<file path="src/sv/stt_pkg.sv">
// ----------------------------------------------------------------------------
// stt_pkg
// Types and constants shared by the soft timer table controller, datapath
// and top level.
// ----------------------------------------------------------------------------
`default_nettype none

package stt_pkg;

  localparam int MAX_RESULTS = 16;
  localparam int SLOT_W      = 4;
  localparam int CNT_W       = $clog2(MAX_RESULTS + 1);

  typedef enum logic [1:0] {
    CMD_START  = 2'd0,
    CMD_STOP   = 2'd1,
    CMD_QUERY  = 2'd2,
    CMD_UPDATE = 2'd3
  } cmd_t;

  typedef enum logic [2:0] {
    K_STARTED = 3'd0,
    K_NOFREE  = 3'd1,
    K_STOPPED = 3'd2,
    K_STATUS  = 3'd3,
    K_FIRED   = 3'd4,
    K_NONE    = 3'd5
  } kind_t;

  typedef struct packed {
    logic [1:0]  cmd;
    logic [31:0] period;
    logic        periodic;
    logic [3:0]  timer_id;
    logic [31:0] now;
  } req_t;

  typedef struct packed {
    logic [2:0] kind;
    logic [3:0] slot;
    logic       running;
    logic       last;
  } rsp_t;

  // One slot table entry
  typedef struct packed {
    logic        repeats;
    logic [31:0] period;
    logic [31:0] start;
  } slot_t;

  typedef enum logic [2:0] {
    ST_IDLE,
    ST_REPLY,
    ST_START,
    ST_UPDATE,
    ST_DRAIN
  } state_t;

  // Controller to datapath
  typedef struct packed {
    logic load;
    logic reply;
    logic start_go;
    logic upd_go;
    logic drain;
  } ctl_t;

  // Datapath to controller
  typedef struct packed {
    logic out_free;
    logic slot_idle;
    logic scan_last;
    logic scan_end;
    logic upd_block;
  } stat_t;

endpackage

`default_nettype wire

</file>
<file path="src/sv/stt_ctrl.sv">
// ----------------------------------------------------------------------------
// stt_ctrl
// Command sequencer: accepts one transaction, steps the datapath through the
// slot walk or reply, and returns to idle.
// ----------------------------------------------------------------------------
`default_nettype none

module stt_ctrl (
  input  wire logic           clk,
  input  wire logic           rst,
  input  wire logic           req_valid,
  output logic                req_ready,
  input  wire logic [1:0]     req_cmd,
  input  wire stt_pkg::stat_t stat,
  output stt_pkg::ctl_t       ctl
);

  stt_pkg::state_t state, state_next;

  always_ff @(posedge clk) begin
    if (rst) begin
      state <= stt_pkg::ST_IDLE;
    end else begin
      state <= state_next;
    end
  end

  always_comb begin
    state_next = state;
    ctl        = '0;
    req_ready  = 1'b0;
    unique case (state)
      stt_pkg::ST_IDLE: begin
        req_ready = 1'b1;
        if (req_valid) begin
          ctl.load = 1'b1;
          unique case (req_cmd)
            stt_pkg::CMD_START:  state_next = stt_pkg::ST_START;
            stt_pkg::CMD_UPDATE: state_next = stt_pkg::ST_UPDATE;
            default:             state_next = stt_pkg::ST_REPLY;
          endcase
        end
      end
      stt_pkg::ST_REPLY: begin
        if (stat.out_free) begin
          ctl.reply  = 1'b1;
          state_next = stt_pkg::ST_IDLE;
        end
      end
      stt_pkg::ST_START: begin
        if (stat.out_free) begin
          ctl.start_go = 1'b1;
          if (stat.slot_idle || stat.scan_last) begin
            state_next = stt_pkg::ST_IDLE;
          end
        end
      end
      stt_pkg::ST_UPDATE: begin
        if (stat.scan_end) begin
          state_next = stt_pkg::ST_DRAIN;
        end else if (!stat.upd_block) begin
          ctl.upd_go = 1'b1;
        end
      end
      stt_pkg::ST_DRAIN: begin
        if (stat.out_free) begin
          ctl.drain  = 1'b1;
          state_next = stt_pkg::ST_IDLE;
        end
      end
      default: begin
        state_next = stt_pkg::ST_IDLE;
      end
    endcase
  end

endmodule

`default_nettype wire

</file>
<file path="src/sv/stt_dp.sv">
// ----------------------------------------------------------------------------
// stt_dp
// Slot table datapath: slot memory, running flags, scan index, fired-slot
// holding register and the response register.
// ----------------------------------------------------------------------------
`default_nettype none

module stt_dp #(
  parameter int NUM_TIMERS = 16
) (
  input  wire logic          clk,
  input  wire logic          rst,
  input  wire stt_pkg::ctl_t ctl,
  output stt_pkg::stat_t     stat,
  input  wire stt_pkg::req_t req_data,
  output logic               rsp_valid,
  input  wire logic          rsp_ready,
  output stt_pkg::rsp_t      rsp_data
);

  localparam int AW  = (NUM_TIMERS > 1) ? $clog2(NUM_TIMERS) : 1;
  localparam int CW  = $clog2(NUM_TIMERS + 1);
  localparam int IDW = (AW > 4) ? AW : 4;

  stt_pkg::req_t item;
  stt_pkg::slot_t mem [NUM_TIMERS];
  stt_pkg::slot_t rd_entry;

  logic [NUM_TIMERS-1:0]   running;
  logic [CW-1:0]           idx;
  logic                    ev_valid;
  logic [AW-1:0]           ev_idx;
  logic                    pend_valid;
  logic [AW-1:0]           pend_slot;
  logic [stt_pkg::CNT_W-1:0] fire_cnt;

  logic [AW-1:0]  cur_idx;
  logic [IDW-1:0] id_ext;
  logic [AW-1:0]  id_idx;
  logic           id_in_range;
  logic           out_free;
  logic           slot_idle;
  logic           scan_last;
  logic           issuing;
  logic [31:0]    elapsed;
  logic           fire;
  logic           report;
  logic           emit;
  stt_pkg::rsp_t  emit_data;
  logic           we;
  logic [AW-1:0]  waddr;
  stt_pkg::slot_t wdata;
  logic           rd_en;

  assign cur_idx     = idx[AW-1:0];
  assign id_ext      = IDW'(item.timer_id);
  assign id_idx      = id_ext[AW-1:0];
  assign id_in_range = 32'(item.timer_id) < NUM_TIMERS;
  assign out_free    = !rsp_valid || rsp_ready;
  assign slot_idle   = !running[cur_idx];
  assign scan_last   = idx == CW'(NUM_TIMERS - 1);
  assign issuing     = idx != CW'(NUM_TIMERS);

  // Modular elapsed time; fire only when strictly past the period
  assign elapsed = item.now - rd_entry.start;
  assign fire    = ev_valid && running[ev_idx] && (elapsed > rd_entry.period);
  assign report  = fire_cnt < stt_pkg::CNT_W'(stt_pkg::MAX_RESULTS);

  assign stat.out_free  = out_free;
  assign stat.slot_idle = slot_idle;
  assign stat.scan_last = scan_last;
  assign stat.scan_end  = !issuing && !ev_valid;
  // Hold the walk while a held fired slot cannot be pushed out
  assign stat.upd_block = fire && report && pend_valid && !out_free;

  assign rd_en = ctl.upd_go && issuing;

  always_comb begin
    emit      = 1'b0;
    emit_data = '0;
    if (ctl.reply) begin
      emit           = 1'b1;
      emit_data.slot = item.timer_id;
      emit_data.last = 1'b1;
      if (item.cmd == stt_pkg::CMD_STOP) begin
        emit_data.kind = stt_pkg::K_STOPPED;
      end else begin
        emit_data.kind    = stt_pkg::K_STATUS;
        emit_data.running = id_in_range && running[id_idx];
      end
    end else if (ctl.start_go) begin
      emit_data.last = 1'b1;
      if (slot_idle) begin
        emit           = 1'b1;
        emit_data.kind = stt_pkg::K_STARTED;
        emit_data.slot = stt_pkg::SLOT_W'(cur_idx);
      end else if (scan_last) begin
        emit           = 1'b1;
        emit_data.kind = stt_pkg::K_NOFREE;
      end
    end else if (ctl.upd_go) begin
      if (fire && report && pend_valid) begin
        emit           = 1'b1;
        emit_data.kind = stt_pkg::K_FIRED;
        emit_data.slot = stt_pkg::SLOT_W'(pend_slot);
      end
    end else if (ctl.drain) begin
      emit           = 1'b1;
      emit_data.last = 1'b1;
      if (pend_valid) begin
        emit_data.kind = stt_pkg::K_FIRED;
        emit_data.slot = stt_pkg::SLOT_W'(pend_slot);
      end else begin
        emit_data.kind = stt_pkg::K_NONE;
      end
    end
  end

  always_comb begin
    we    = 1'b0;
    waddr = cur_idx;
    wdata = '{repeats: item.periodic, period: item.period, start: item.now};
    if (ctl.start_go && slot_idle) begin
      we = 1'b1;
    end else if (ctl.upd_go && fire) begin
      we    = 1'b1;
      waddr = ev_idx;
      wdata = '{repeats: rd_entry.repeats, period: rd_entry.period, start: item.now};
    end
  end

  always_ff @(posedge clk) begin
    if (we) begin
      mem[waddr] <= wdata;
    end
    if (rd_en) begin
      rd_entry <= mem[cur_idx];
    end
  end

  always_ff @(posedge clk) begin
    if (ctl.load) begin
      item <= req_data;
    end
    if (ctl.upd_go) begin
      ev_idx <= cur_idx;
      if (fire && report) begin
        pend_slot <= ev_idx;
      end
    end
    if (emit) begin
      rsp_data <= emit_data;
    end
  end

  always_ff @(posedge clk) begin
    if (rst) begin
      running    <= '0;
      idx        <= '0;
      ev_valid   <= 1'b0;
      pend_valid <= 1'b0;
      fire_cnt   <= '0;
      rsp_valid  <= 1'b0;
    end else begin
      if (ctl.load) begin
        idx        <= '0;
        ev_valid   <= 1'b0;
        pend_valid <= 1'b0;
        fire_cnt   <= '0;
      end
      if (ctl.reply && item.cmd == stt_pkg::CMD_STOP && id_in_range) begin
        running[id_idx] <= 1'b0;
      end
      if (ctl.start_go) begin
        if (slot_idle) begin
          running[cur_idx] <= 1'b1;
        end else if (!scan_last) begin
          idx <= idx + 1'b1;
        end
      end
      if (ctl.upd_go) begin
        ev_valid <= issuing;
        if (issuing) begin
          idx <= idx + 1'b1;
        end
        if (fire) begin
          // one-shot slots go idle, periodic ones keep running
          running[ev_idx] <= rd_entry.repeats;
          if (report) begin
            pend_valid <= 1'b1;
            fire_cnt   <= fire_cnt + 1'b1;
          end
        end
      end
      if (emit) begin
        rsp_valid <= 1'b1;
      end else if (rsp_ready) begin
        rsp_valid <= 1'b0;
      end
    end
  end

endmodule

`default_nettype wire

</file>
<file path="src/sv/soft_timer_table_unit.sv">
// ----------------------------------------------------------------------------
// soft_timer_table_unit
// Table of NUM_TIMERS software timer slots with start, stop, query and
// update commands.
//
// Requests arrive on req_valid/req_ready/req_data, one transaction at a time;
// responses leave on rsp_valid/rsp_ready/rsp_data, last set on the final
// response of each request. Stop and query answer from the reply state once
// the response register is free. Start walks the running flags one slot a
// cycle from slot zero while the response register is free and answers at
// the first idle slot or with no-free after the last slot. Update reads the
// slot memory one slot a cycle through its registered read port unless a
// fired slot waits to be pushed out, reports at most 16 fired slots in
// index order and ends with a drain response. A fired slot is held until
// the next one or the drain, so that the final one can carry last.
// req_ready is high only in idle. Reset clears all running flags; slot
// contents stay unknown until a start writes them. When the receiver
// stalls, the response register holds its transaction and the slot walk
// waits whenever it has another one to push; a new request is still taken
// while the last response waits.
// ----------------------------------------------------------------------------
`default_nettype none

module soft_timer_table_unit #(
  parameter int NUM_TIMERS = 16
) (
  input  wire logic          clk,
  input  wire logic          rst,
  input  wire logic          req_valid,
  output logic               req_ready,
  input  wire stt_pkg::req_t req_data,
  output logic               rsp_valid,
  input  wire logic          rsp_ready,
  output stt_pkg::rsp_t      rsp_data
);

  stt_pkg::ctl_t  ctl;
  stt_pkg::stat_t stat;

  stt_ctrl u_ctrl (
    .clk       (clk),
    .rst       (rst),
    .req_valid (req_valid),
    .req_ready (req_ready),
    .req_cmd   (req_data.cmd),
    .stat      (stat),
    .ctl       (ctl)
  );

  stt_dp #(
    .NUM_TIMERS (NUM_TIMERS)
  ) u_dp (
    .clk       (clk),
    .rst       (rst),
    .ctl       (ctl),
    .stat      (stat),
    .req_data  (req_data),
    .rsp_valid (rsp_valid),
    .rsp_ready (rsp_ready),
    .rsp_data  (rsp_data)
  );

endmodule

`default_nettype wire

</file>
<file path="config.mk">
export PLATFORM = sky130hd
export DESIGN_NAME = soft_timer_table_unit
export DESIGN_NICKNAME = d
export VERILOG_FILES = /design/src/sv/stt_pkg.sv /design/src/sv/stt_ctrl.sv /design/src/sv/stt_dp.sv /design/src/sv/soft_timer_table_unit.sv
export SDC_FILE = /design/constraint.sdc
export NUM_CORES = 1
export LEC_CHECK = 0
export CAP_MARGIN = 20
export CORE_ASPECT_RATIO = 1.4
export CORE_MARGIN = 8
export CORE_UTILIZATION = 55
export CTS_BUF_LIST = sky130_fd_sc_hd__clkbuf_4 sky130_fd_sc_hd__clkbuf_8
export DETAILED_ROUTE_END_ITERATION = 8
export DONT_BUFFER_PORTS = 1
export HOLD_SLACK_MARGIN = 0.08
export PLACE_DENSITY = 0.76
export REMOVE_ABC_BUFFERS = 1
export SYNTH_ARGS = -nofsm -noshare
export SYNTH_HDL_FRONTEND = slang
export SYNTH_SLANG_ARGS = --single-unit
</file>
<file path="constraint.sdc">
create_clock -name clk -period 10.77 [get_ports clk]
set_input_delay 2.6925 -clock clk [delete_from_list [all_inputs] [get_ports clk]]
set_output_delay 2.6925 -clock clk [all_outputs]
set_load 0.02 [all_outputs]
</file>
==> results of run 1 <==
## metal layers
| layer | routed length (um) | part of all wire [%] |
|---|---|---|
| met1 | 40890 | 39 |
| met2 | 53740 | 51 |
| met3 | 8298 | 7.8 |
| met4 | 2912 | 2.8 |
| met5 | 13 | 0.012 |
## final timing paths
kind                                  startpoint                to  cells after the start
worst max-delay path                u_dp.item[0]  u_dp.mem[10][43]                     24
worst min-delay path            u_dp.fire_cnt[4]  u_dp.fire_cnt[4]                      2
worst max register to register      u_dp.item[0]  u_dp.mem[10][43]                     24
worst min register to register  u_dp.fire_cnt[4]  u_dp.fire_cnt[4]                      2
## cells in the mapped netlist (all sizes together) (3+ instances only)
cell	number
nand2	82
o22ai	3
or3	4
nor3	7
mux4	340
xnor2	21
dfxtp	32
edfxtp	1193
nand2b	10
nor2b	8
xor2	8
a211oi	14
o31ai	3
nand3b	7
o21ai	63
a22oi	3
inv	78
and4	3
a31oi	7
a311oi	5
buf	39
o31a	5
and2	4
nand3	11
nor2	71
o21a	14
o41ai	3
a21o	27
nand4	10
nor4	4
and3	10
ha	70
a21oi	58
clkbuf	62
o211ai	7
## kinds of logic (layout without fill, tap and decap cells)
| kind of cell | Yosys count | after routing |
|---|---|---|
| xor+xnor | 29 | 29 |
| fa+ha+maj | 71 | 71 |
| compound gates | 224 | 224 |
| flops | 1225 | 1225 |
| mux | 343 | 343 |
| simple gates | 238 | 238 |
| buf+inv | 179 | 460 |
| other cells | 0 | 4 |
## layout by cell type (no fill, tap or decap), types with 50 or more instances in the layout
cell type / instances
o21ai_0: 57
mux4_2: 340
ha_1: 70
clkbuf_4: 50
clkbuf_8: 180
inv_1: 76
edfxtp_1: 1193
nand2_1: 82
nor2_1: 53
a21oi_1: 57
## stage by stage
stage	utilization (%)	setup slack (ns)	hold slack, ns	power [mW]
global route	61.08	1.568	0.4847	9.854
finish	61.09	2.051	0.4589	9.538
floorplan	-	-5.268	0.4334	6.005
detailed placement	57.29	2.098	0.4478	6.176
CTS	61.03	2.051	0.4544	9.602
global placement	57.22	2.317	0.4507	6.145
## state kept, by name, indices dropped and copies added, names as in the netlist, 3 cells and up
register,flops
u_dp.running,16
u_dp.item,67
u_dp.mem,1040
u_dp.ev_idx,4
u_ctrl.state,3
u_dp.rsp_data,9
u_dp.id_ext,4
u_dp.rd_entry,65
u_dp.idx,5
u_dp.fire_cnt,5
u_dp.pend_slot,4
## worst reg2reg max path: cells and delay by family (launching register included)
family / cells / cell delay, ns
AO/OA/AOI/OAI: 10 / 2.73
XOR/XNOR: 1 / 0.11
adder cells (fa/ha/maj): 3 / 0.92
buffers and inverters: 4 / 1.35
flip-flops: 1 / 0.62
AND/OR/NAND/NOR: 6 / 2.64
## power breakdown
group | switching, mW | internal, mW | total (mW)
Combinational | 0.338 | 0.231 | 0.569
Clock | 1.68 | 1.77 | 3.46
Sequential | 0.113 | 5.40 | 5.51
Total | 2.14 | 7.40 | 9.54
## cell type report
cell class              instances  area (sq um)  area share [%]
well taps                    1179          1475           2.745
diodes                          4         10.01         0.01863
multi-input cells             905         11540           21.47
inverters                      78         295.3          0.5495
repair buffers                 70         648.1           1.206
clock buffers                 230          2853           5.309
flip-flops and latches       1225         36480           67.89
clock inverters                82         437.9          0.8150
==> flow_summary.toml, run 1 <==
[global_routing]
antenna_found_initial = 6
grt_pass1_vias = 24660
grt_pass1_wl_um = 157500
globalRouteOverflowTotal = 0
use_met3_pct = 4.645
grtUsageMet2_pct = 35.73
grt_max_degree = 171
grt_usage_pct = 21.73
busiest_layer = "met2"
grt_use_met1_pct = 28.85

[floorplanning]
fp.dieW_um = 267.2
die_y_um = 367.6
fp-row-count = 129
ios = 86
start_util_pct = 55.23
die-area_sq_um = 98230
core_area_sq_um = 87970

[timing]
worstMarginPinSlew_ns = 1.201
skew_ns = 0.04146
final.min_clock_period_ns = 8.719
max_freq_ghz = 0.1147
timing.final.crit_share_pct = 80.96
tns_ns = 0
final_max_slew_viol_count = 0
slew_headroom_pct = 19.93
setup_viol = 0
hold_viol_final = 0
rsz0062_at_grt = "no"

[cts]
ctsResizeCount = 0
cts_buffer_depth = 3
cts_tree = "yes"
cts.sinks = 1225
clk_latency_ns = 0.85
postCtsHoldBufs = 0
htree_levels = 4
clk_pin_slew_ns = 0.06
cts_buffers = 175
cts_root_buf = "clkbuf_8"
cts_setup_buffers = 0

[yosys]
syn_inst = 2309
avgSynthCellArea_sq_um = 21.04
synth_top_family_by_area = "multiplexers"
synth_area_leader_cell = "edfxtp_1"
synth_xor_area_share_pct = 0.5228
synth-compound-area-share_pct = 2.954
ys_seq_area_share_pct = 75.06
yosysWarnings = 0
yosysTopAreaCellShare_pct = 73.74
synth.area.top_cells = "edfxtp_1, mux4_2, ha_1, dfxtp_1, nand2_1"
synth-seq-cells = 1225
synthAdderAreaFrac_pct = 1.844
netlist-cell-type-count = 70
synthSimpleGateAreaFrac_pct = 2.349
synth-main-ff-cell = "edfxtp_1"
synth_edf_count = 1193
synth_area_sq_um = 48580
ys_async_sr_fraction_pct = 0
muxShareOfSynthArea_pct = 15.83

[route]
wl_per_cell_um = 28.06
drt.antenna.violating_nets = 0
dr.pass1.iters = 6
routed_wirelength_um = 105900
viasPerCell = 6.281
detail_route.iter0.violations = 2880
vias = 23700
drc = 0

[critical_path]
critPathMaxFanout = 39
critPathTopFamily = "compound AO/OA/AOI/OAI gates"
cp-end-kind = "flip-flop"
max_stage_delay_ns = 0.82
r2r_slack_ns = 2.05
worst-path-buf-inv = 4
cp_slowest_cell = "nor2_4"
worstPathRequired_ns = 11.22
startpoint_type = "flip-flop"
crit_chain = "inv_1, ha_1, inv_1, fa_1, a211oi_2, o211ai_1, a22oi_2, o211ai_1, a31oi_2, o21ai_1, o41a_1, a21o_1, a21oi_1, xnor2_1, ha_1, nand4_1, nor4_1, nand3_1, nand3_1, or3_4, buf_4, a31oi_1, nor2_4, buf_4"
crit_type = "reg -> reg"
crit_arrival_ns = 9.17

[power]
power_density_nw_per_um2 = 177.5
peakVddDrop_mv = 0.09871
power.leakage_nw = 16.91

[outcome]
status = "complete, no violations"

[finish]
fillers = 5863
finalNonFillerCells = 3773
final_layout_size_suffix_gt1_share_pct = 27.61
finalInstanceArea_sq_um = 53740
area_delta_synth_final_pct = 10.61
fin_nets = 2601

[job]
cap_violations = 0

[worst_hold_path]
hold_class = "reg -> reg"

[placed_design]
placed_area_sq_um = 50390
dp_cells = 3453
finalWeightedCongestion = 0.8315
hpwl_um = 59450
port_buffers = 0
Note: power is estimated with default switching activity, not from simulation.
==> run 2, diff against run 1 <==
--- a/config.mk
+++ b/config.mk
@@ -5,6 +5,7 @@
 export SDC_FILE = /design/constraint.sdc
 export NUM_CORES = 1
 export LEC_CHECK = 0
+export ABC_AREA = 1
 export CAP_MARGIN = 20
 export CORE_ASPECT_RATIO = 1.4
 export CORE_MARGIN = 8
@@ -13,7 +14,7 @@
 export DETAILED_ROUTE_END_ITERATION = 8
 export DONT_BUFFER_PORTS = 1
 export HOLD_SLACK_MARGIN = 0.08
-export PLACE_DENSITY = 0.76
+export PLACE_DENSITY = 0.79
 export REMOVE_ABC_BUFFERS = 1
 export SYNTH_ARGS = -nofsm -noshare
 export SYNTH_HDL_FRONTEND = slang
==> constraint.sdc (replaced) <==
create_clock -name clk -period 7.6 [get_ports clk]
set_input_delay 1.9 -clock clk [delete_from_list [all_inputs] [get_ports clk]]
set_output_delay 1.9 -clock clk [all_outputs]
set_load 0.02 [all_outputs]
==> run 2 against run 1 <==
The flow now finishes with violations (design-rule violations). Routed wire length rose by 20%. Maximum frequency rose by 34%. Critical path depth rose by 4. Register-to-register slack got worse by 0.94 ns. Worst setup slack got worse by 0.94 ns. Total power rose by 64%. Combinational power rose to 4.2 times the previous value. Via count rose by 40%. Non-clock buffer count rose by 20. Cell count rose by 44%. Largest power group unchanged. Highest routed layer is now met4.
==> flow_summary.toml, run 2 <==
[outcome]
status = "finished, violations left"
violations = "design-rule violations"

[yosys]
synth-main-ff-cell = "edfxtp_1"
synth.area.top_cells = "edfxtp_1, o21ai_0, nor2_1, nand2_1, o22ai_1"
yosysTopAreaCellShare_pct = 71.70
synth-seq-cells = 1225
synth_edf_count = 1193
synth_most_common_cell = "edfxtp_1"
synth_area_leader_cell = "edfxtp_1"
netlist_top_cells_count = "edfxtp_1, o21ai_0, nor2_1"
ys_seq_area_share_pct = 72.98
synth_area_sq_um = 49970
yosysWarnings = 0
syn_inst = 4047
netlist-cell-type-count = 47
avgSynthCellArea_sq_um = 12.35
ys_async_sr_fraction_pct = 0

[power]
sw_frac_of_total_pct = 28.06
power.switching_mw = 4.399
combinationalPowerShare_pct = 15.1
power_density_nw_per_um2 = 285.7
clockPowerShare_pct = 32.3
power_frac_seq_pct = 52.6
power.leakage_nw = 18.83
peakVddDrop_mv = 0.1508
p_total_mw = 15.68
p_int_mw = 11.28

[route]
viasPerCell = 6.126
routed_wirelength_um = 127300
drt.antenna.violating_nets = 0
vias = 33250
drc = 2
detail_route.iter0.violations = 4105
dr.pass1.iters = 9
wl_per_cell_um = 23.46

[critical_path]
cp-end-kind = "flip-flop"
reg2reg_from = "u_dp.item[0]"
r2r_slack_ns = 1.11
cp_slowest_cell = "edfxtp_1"
crit_cells = 28
worst-path-buf-inv = 5
crit_arrival_ns = 7.00
critPathMaxFanout = 36
critPathTopFamily = "compound AO/OA/AOI/OAI gates"
worst_path_most_repeated_cell = "nand2_1"
worst-r2r-cell-count = 28
max_stage_delay_ns = 0.59
cp-endpoint = "u_dp.mem[10][19]"
worstPathRequired_ns = 8.11
startpoint = "u_dp.item[0]"
r2r_end = "u_dp.mem[10][19]"
startpoint_type = "flip-flop"
crit_type = "reg -> reg"

[placed_design]
finalWeightedCongestion = 0.9015
port_buffers = 0
hpwl_um = 71210
post-place-ws_ns = 1.158

[cts]
cts_root_buf = "clkbuf_8"
ctsResizeCount = 0
postCtsHoldBufs = 0
cts_buffer_depth = 3
cts_buffers = 173
cts_tree = "yes"
cts_setup_buffers = 0
cts.sinks = 1225
htree_levels = 4
clk_latency_ns = 0.86
clk_pin_slew_ns = 0.06

[finish]
final_layout_size_suffix_gt1_share_pct = 9.489
fin_nets = 4232
regMostFlops = "u_dp.mem"
fillers = 6542
reg_top3 = "u_dp.mem (1040), u_dp.item (67), u_dp.rd_entry (65)"
multi_input_area_sq_um = 12100
regArea_sq_um = 36470
largest_reg_flops = 1040
area_delta_synth_final_pct = 9.819
most-common-layout-cells = "edfxtp_1, o21ai_0, nor2_1"
fin_util_pct = 60.54
layout_commonest_cell = "edfxtp_1"

[global_routing]
grt_pass1_vias = 32460
grt_max_degree = 122
antenna_found_initial = 5
grt_pass1_wl_um = 190800
globalRouteOverflowTotal = 0
grt_usage_pct = 24.43

[floorplanning]
ios = 86
fp.dieW_um = 270.7
die-area_sq_um = 100900
die_y_um = 372.6
fp-row-count = 131
start_util_pct = 55.12
core_area_sq_um = 90640

[timing]
rsz0062_at_grt = "no"
setup_viol = 0
hold_viol_final = 0
max_freq_ghz = 0.1541
slew_headroom_pct = 24.15
tns_ns = 0
timing.final.crit_share_pct = 85.39
fin_ws_ns = 1.111
skew_ns = 0.04898
worstMarginPinSlew_ns = 1.130
final_max_slew_viol_count = 0
final.min_clock_period_ns = 6.489

[worst_hold_path]
hold_class = "reg -> reg"
hp-start = "u_ctrl.state[0]"

[job]
cap_violations = 0
run 2: cell count changes after synthesis, sizes merged, moves of 11 or more:
| cell | before | now |
|---|---|---|
| nand3 | 11 | 53 |
| mux4 | 340 | 0 |
| o21a | 14 | 3 |
| nor2 | 71 | 613 |
| o21ai | 63 | 625 |
| nand4 | 10 | 74 |
| buf | 39 | 24 |
| a211oi | 14 | 1 |
| clkbuf | 62 | 202 |
| o22ai | 3 | 261 |
| inv | 78 | 168 |
| nand2 | 82 | 567 |
| a21o | 27 | 5 |
| xor2 | 8 | 20 |
run 2: through the flow:
stage	cells	hold slack, ns	cell area, sq um
after floorplan	3821	0.4463	49050
after global placement	5103	0.4570	51450
after detailed placement	5103	0.4812	51450
after CTS	5418	0.4906	54820
after global routing	5424	0.5159	54860
final	5427	0.4856	54870
run 2: worst reg2reg max path: cells and delay by family, from the launching register on:
kind	cells	cell delay, ns
buffers and inverters	5	1.15
XOR/XNOR	1	0.14
AND/OR/NAND/NOR	11	1.71
flip-flops	1	0.59
AO/OA/AOI/OAI	8	1.74
adder cells (fa/ha/maj)	3	0.81
run 2: cells by family after synthesis:
family                   after synthesis  synth area share [%]
AND/OR/NAND/NOR                     1321                 10.57
flip-flops                          1225                 72.98
AO/OA/AOI/OAI                       1001                 10.95
buffers and inverters                395                 3.093
adder cells (fa/ha/maj)               71                 1.793
XOR/XNOR                              33                0.5785
multiplexers                           1               0.03004
run 2: routing by layer:
metal  vias up  routed length [um]  GRT usage (%)
li1      14820                   -              -
met1     16010               46340          30.27
met2      2018               62880          40.95
met3       400               12520          5.044
met4         0                5603          11.65
met5         -                   0              0
run 2: worst min-delay path by stage:
stage	end	slack (ns)	cells past startpoint
final	u_ctrl.state[0]	0.49	2
after global routing	u_ctrl.state[0]	0.52	2
after CTS	u_ctrl.state[0]	0.49	2
after detailed placement	u_ctrl.state[0]	0.48	2
after global placement	u_ctrl.state[0]	0.46	2
after floorplan	u_ctrl.state[0]	0.45	2
run 2: power by group through the flow:
stage          Combinational [mW]  Clock, mW  Sequential (mW)
2_1_floorplan                1.56          0             8.38
4_1_cts                      2.34       5.12             8.24
5_1_grt                      2.61       5.37             8.26
6_report                     2.37       5.06             8.24
3_3_place_gp                 2.26          0             8.37
3_5_place_dp                 2.32          0             8.38
run 2: cell type report:
class | count | area share (%)
sequential | 1225 | 66.47
multi-input combinational | 2427 | 22.05
clock buffer | 224 | 5.105
tap | 1197 | 2.729
timing repair buffer | 90 | 1.391
inverter | 169 | 1.193
clock inverter | 91 | 1.044
antenna | 4 | 0.01824
